`src/hdl/uirb_pkg.sv`:
```
// Shared types and codes for the UART interrupt ring buffer block.
// Used by the ring module and the top level.
package uirb_pkg;

  typedef enum logic [1:0] {
    OP_WRITE   = 2'd0,
    OP_READ    = 2'd1,
    OP_SERVICE = 2'd2
  } op_t;

  typedef struct packed {
    logic [1:0] operation;
    logic [7:0] host_byte;
    logic       line_data_ready;
    logic       line_tx_empty;
    logic [7:0] received_byte;
  } req_item_t;

  typedef struct packed {
    logic       accepted;
    logic [7:0] read_byte;
    logic       send_valid;
    logic [7:0] send_byte;
    logic       received_taken;
    logic       rx_irq_enable;
    logic       tx_irq_enable;
    logic       rx_has_data;
    logic       tx_has_room;
  } rsp_item_t;

  typedef struct packed {
    logic push;
    logic pop;
  } ring_ctl_t;

  typedef struct packed {
    logic empty;
    logic full;
  } ring_stat_t;

endpackage

```
`src/hdl/uirb_ring.sv`:
```
// One byte ring: storage array, head and tail pointers with wrap bits.
// Read data is registered on pop. Depends on uirb_pkg.
module uirb_ring #(
  parameter int RING_DEPTH = 64
) (
  input  logic                clk,
  input  logic                rst,
  input  uirb_pkg::ring_ctl_t ctl,
  input  logic [7:0]          wdata,
  output uirb_pkg::ring_stat_t stat,
  output logic [7:0]          rdata
);
  localparam int ADDR_W = $clog2(RING_DEPTH);
  localparam logic [ADDR_W-1:0] LAST = ADDR_W'(RING_DEPTH - 1);

  logic [7:0]        mem [RING_DEPTH];
  logic [ADDR_W-1:0] head;
  logic              head_wrap;
  logic [ADDR_W-1:0] tail;
  logic              tail_wrap;

  assign stat.empty = (head == tail) && (head_wrap == tail_wrap);
  assign stat.full  = (head == tail) && (head_wrap != tail_wrap);

  always_ff @(posedge clk) begin
    if (rst) begin
      head      <= '0;
      head_wrap <= 1'b0;
      tail      <= '0;
      tail_wrap <= 1'b0;
    end else begin
      if (ctl.push) begin
        if (tail == LAST) begin
          tail      <= '0;
          tail_wrap <= ~tail_wrap;
        end else begin
          tail <= tail + 1'b1;
        end
      end
      if (ctl.pop) begin
        if (head == LAST) begin
          head      <= '0;
          head_wrap <= ~head_wrap;
        end else begin
          head <= head + 1'b1;
        end
      end
    end
  end

  always_ff @(posedge clk) begin
    if (ctl.push) begin
      mem[tail] <= wdata;
    end
    if (ctl.pop) begin
      rdata <= mem[head];
    end
  end

endmodule

```
`config.mk`:
```
export PLATFORM = sky130hd
export DESIGN_NAME = uirb_ring
export DESIGN_NICKNAME = d
export VERILOG_FILES = /design/src/hdl/uirb_pkg.sv /design/src/hdl/uirb_ring.sv
export SDC_FILE = /design/constraint.sdc
export NUM_CORES = 1
export LEC_CHECK = 0
export BUFFER_PORTS_ARGS = -buffer_cell sky130_fd_sc_hd__buf_2
export CAP_MARGIN = 0
export CORE_ASPECT_RATIO = 0.6
export CORE_UTILIZATION = 30
export DETAILED_ROUTE_END_ITERATION = 8
export GPL_TIMING_DRIVEN = 0
export PLACE_DENSITY = 0.42
export SYNTH_ARGS = -nofsm -noshare
export SYNTH_HDL_FRONTEND = slang
export SYNTH_SLANG_ARGS = --single-unit
```
`constraint.sdc`:
```
create_clock -name clk -period 2.75 [get_ports clk]
set_input_delay 0.55 -clock clk [delete_from_list [all_inputs] [get_ports clk]]
set_output_delay 0.55 -clock clk [all_outputs]
set_load 0.02 [all_outputs]
```
==> results.cfg <==
[timing]
post-route-min-period_ns = 2.75
grt_setup_unrepaired = true
finalHoldViolations = 0
max_freq_ghz = 0.363
slew_headroom_pct = 12.7
period_share_pct = 100
final_max_slew_viol_count = 0
skew_ns = 0.0132
worstMarginPinSlew_ns = 1.31
setup_tns_ns = -0.00146
setup_viol = 1
timing.final.ws_setup_ns = -0.00146

[layout]
drive_above_1_share_pct = 25.9
finish.utilization_pct = 35.5
num-fill-cells = 6406
fin_nets = 1183
multi_input_area_sq_um = 4870
syn2layout_area_growth_pct = 16.2
seq_area_sq_um = 15900

[worst_setup_path]
path_cells = clkbuf_1 -> clkbuf_1 -> nor2_1 -> nand3_1 -> nor2_1
slowest_delay_ns = 0.87
cp.arrival_ns = 2.96
path_class = reg -> reg
crit_fanout = 10
slowest_stage = nor2_1
critPathRequiredTime_ns = 2.96
regToRegSetupSlack_ns = -0.001
end_kind = flip-flop
r2r_end = mem[57][0]
endpoint = mem[57][0]
r2r-start = tail[2]
ff2ff_path_depth = 5
crit_start = tail[2]
cp-start-kind = flip-flop

[detailed_routing]
drt-initial-drc-count = 1055
route.detailed.drc = 0
postRouteAntennaNets = 0
routed_via_density = 5.00
first_pass_iters = 5
vias = 10600
routed_wl_microns = 58400
routedWlPerCell_microns = 27.5

[grt]
grt_remaining_overflow = 0
grt_usage_pct = 16.8
antenna_found_initial = 3
use_met1_pct = 27.6
grt_pass1_wl_microns = 82500
gr-max-usage-layer = met1
use_met3_pct = 3.83
grt_use_met2_pct = 21.5
grt_pass1_vias = 10800
grt_max_degree = 65

[die]
die_h_microns = 207
core_area_sq_um = 68500
start_util_pct = 30.6
die_w_microns = 343
rows = 74
dieArea_sq_um = 70900
pin_count = 22

[clock_network]
cts_hold_buf = 0
clock_path_buffers = 3
cts_max_level = 2
clock_latency_ns = 0.59
cts_root_buf = clkbuf_16
cts.sinks = 534
cts_made_buffers = 51
clk_pin_slew_worst_paths_ns = 0.07
cts_tree = built

[power]
p_leak_uw = 0.00739
power_frac_comb_pct = 6.6
power.internal_uw = 13500
power.switching_uw = 3860
swShare_pct = 22.3
powerDensity_nw_per_um2 = 713
p_seq_share_pct = 51.8
vdd_drop_max_mv = 0.496
clkPwrFrac_pct = 41.5

[synthesis]
yosys_warnings = 0
syn_avg_cell_area_sq_um = 19.3
synth_seq_cells = 534
synth-edff-count = 520
async_reset_ff_share_pct = 0
synthTopCellsByCount = edfxtp_1 (520), mux4_2 (93), nor2_1 (85)
synthCells = 1086
synth_most_common_cell = edfxtp_1
ys_seq_area_share_pct = 75.9
syn_nets = 1100
ys_top_cells_by_area = edfxtp_1 (75%), mux4_2 (10%), mux2i_1 (2.4%), nor2_1 (1.5%), dfxtp_1 (1.3%)
synth_area_sq_um = 20900
yosysTopAreaCell = edfxtp_1
ys.flop_type = edfxtp_1
synth_top_area_share_pct = 74.6
synth_cell_type_count = 42

[outcome]
status = finished, violations left
violations = setup timing

[placement]
place_congestion = 0.876
hpwl_microns = 37900
portBuffers = 20

[flow_run]
cap_violations = 0

[min_path]
hold_path_class = in -> reg
## logic make-up (layout without fill, tap and decap cells)
kind of cell	after synthesis	after routing	share of synthesized area, %
xor+xnor	17	17	0.711
compound gates	101	101	3.43
buf+inv	72	195	1.70
fa+ha+maj	2	2	0.119
mux	170	170	14.1
flops	534	534	75.9
simple gates	190	190	4.09
other cells	0	1	0
## registers in the layout, indices dropped and copies added, names as in the netlist
| signal | count |
|---|---|
| tail | 6 |
| rdata | 8 |
| tail_wrap | 1 |
| mem | 512 |
| head | 6 |
| head_wrap | 1 |
## per-layer routing
layer / vias up / part of all wire [%]
met5: - / 0
li1: 4576 / -
met3: 75 / 7.0
met2: 305 / 38
met4: 0 / 1.7
met1: 5654 / 53
## worst min-delay path by stage
stage | startpoint | endpoint | slack [ns] | cells past startpoint
finish | ctl[0] | rdata[6] | 0.36 | 1
global route | ctl[0] | rdata[4] | 0.32 | 1
CTS | ctl[0] | rdata[4] | 0.32 | 1
detailed placement | tail_wrap | tail_wrap | 0.53 | 2
global placement | tail_wrap | tail_wrap | 0.52 | 2
floorplan | head_wrap | head_wrap | 0.50 | 2
## power by group through the flow
stage	sequential, uW	combinational (uW)	clock [uW]
final	8990	1150	7200
after global routing	8990	1210	7630
after CTS	8990	1140	7340
after detailed placement	9170	1050	0
after global placement	9170	1040	0
after floorplan	9180	539	0
## layout make-up
class / instances / area share [%]
flip-flops and latches: 534 / 65.4
repair buffers: 34 / 1.01
clock inverters: 30 / 1.24
plain buffers: 61 / 1.96
clock buffers: 63 / 5.61
inverters: 7 / 0.108
well taps: 912 / 4.69
multi-input cells: 480 / 20.0
diodes: 1 / 0.0103
## worst max-delay path: cells and delay by family (launching register included)
family,cells,cell delay [ns]
flops,1,0.30
simple gates,3,1.59
buf+inv,2,0.48
## cells in the final DEF (no fill, tap or decap), types with 7 or more instances in the layout
| cell type | n |
|---|---|
| xor2_1 | 9 |
| o22ai_1 | 8 |
| clkbuf_1 | 28 |
| nor2_2 | 13 |
| a221oi_1 | 8 |
| o221ai_1 | 11 |
| nand3_1 | 16 |
| dfxtp_1 | 10 |
| buf_12 | 8 |
| buf_2 | 18 |
| buf_4 | 32 |
| nand2_1 | 41 |
| clkinv_2 | 11 |
| mux2_2 | 24 |
| mux4_2 | 93 |
| nand4_1 | 7 |
| nor2b_1 | 11 |
| clkinv_1 | 9 |
| edfxtp_1 | 520 |
| mux2i_1 | 50 |
| a22oi_1 | 15 |
| a21oi_1 | 19 |
| clkbuf_16 | 53 |
| nor2_1 | 71 |
| a22o_1 | 12 |
## timing repair
item                       4_1_cts  5_1_grt
setup buffers                   13        0
setup endpoints to repair       87      167
pin swaps                        3        3
gates resized for setup         90       27
## metrics by stage
step	instances	hold WS (ns)	cell area (sq um)	worst slack, ns	power (uW)
3_3_place_gp	2018	0.522	22200	-1.15	10200
2_1_floorplan	1086	0.503	20900	0.404	9710
3_5_place_dp	2018	0.527	22200	-1.14	10200
5_1_grt	2121	0.322	24300	-0.107	17800
4_1_cts	2123	0.319	24200	-0.122	17500
6_report	2122	0.359	24300	-0.00146	17300
(Power assumes the default switching activity.)
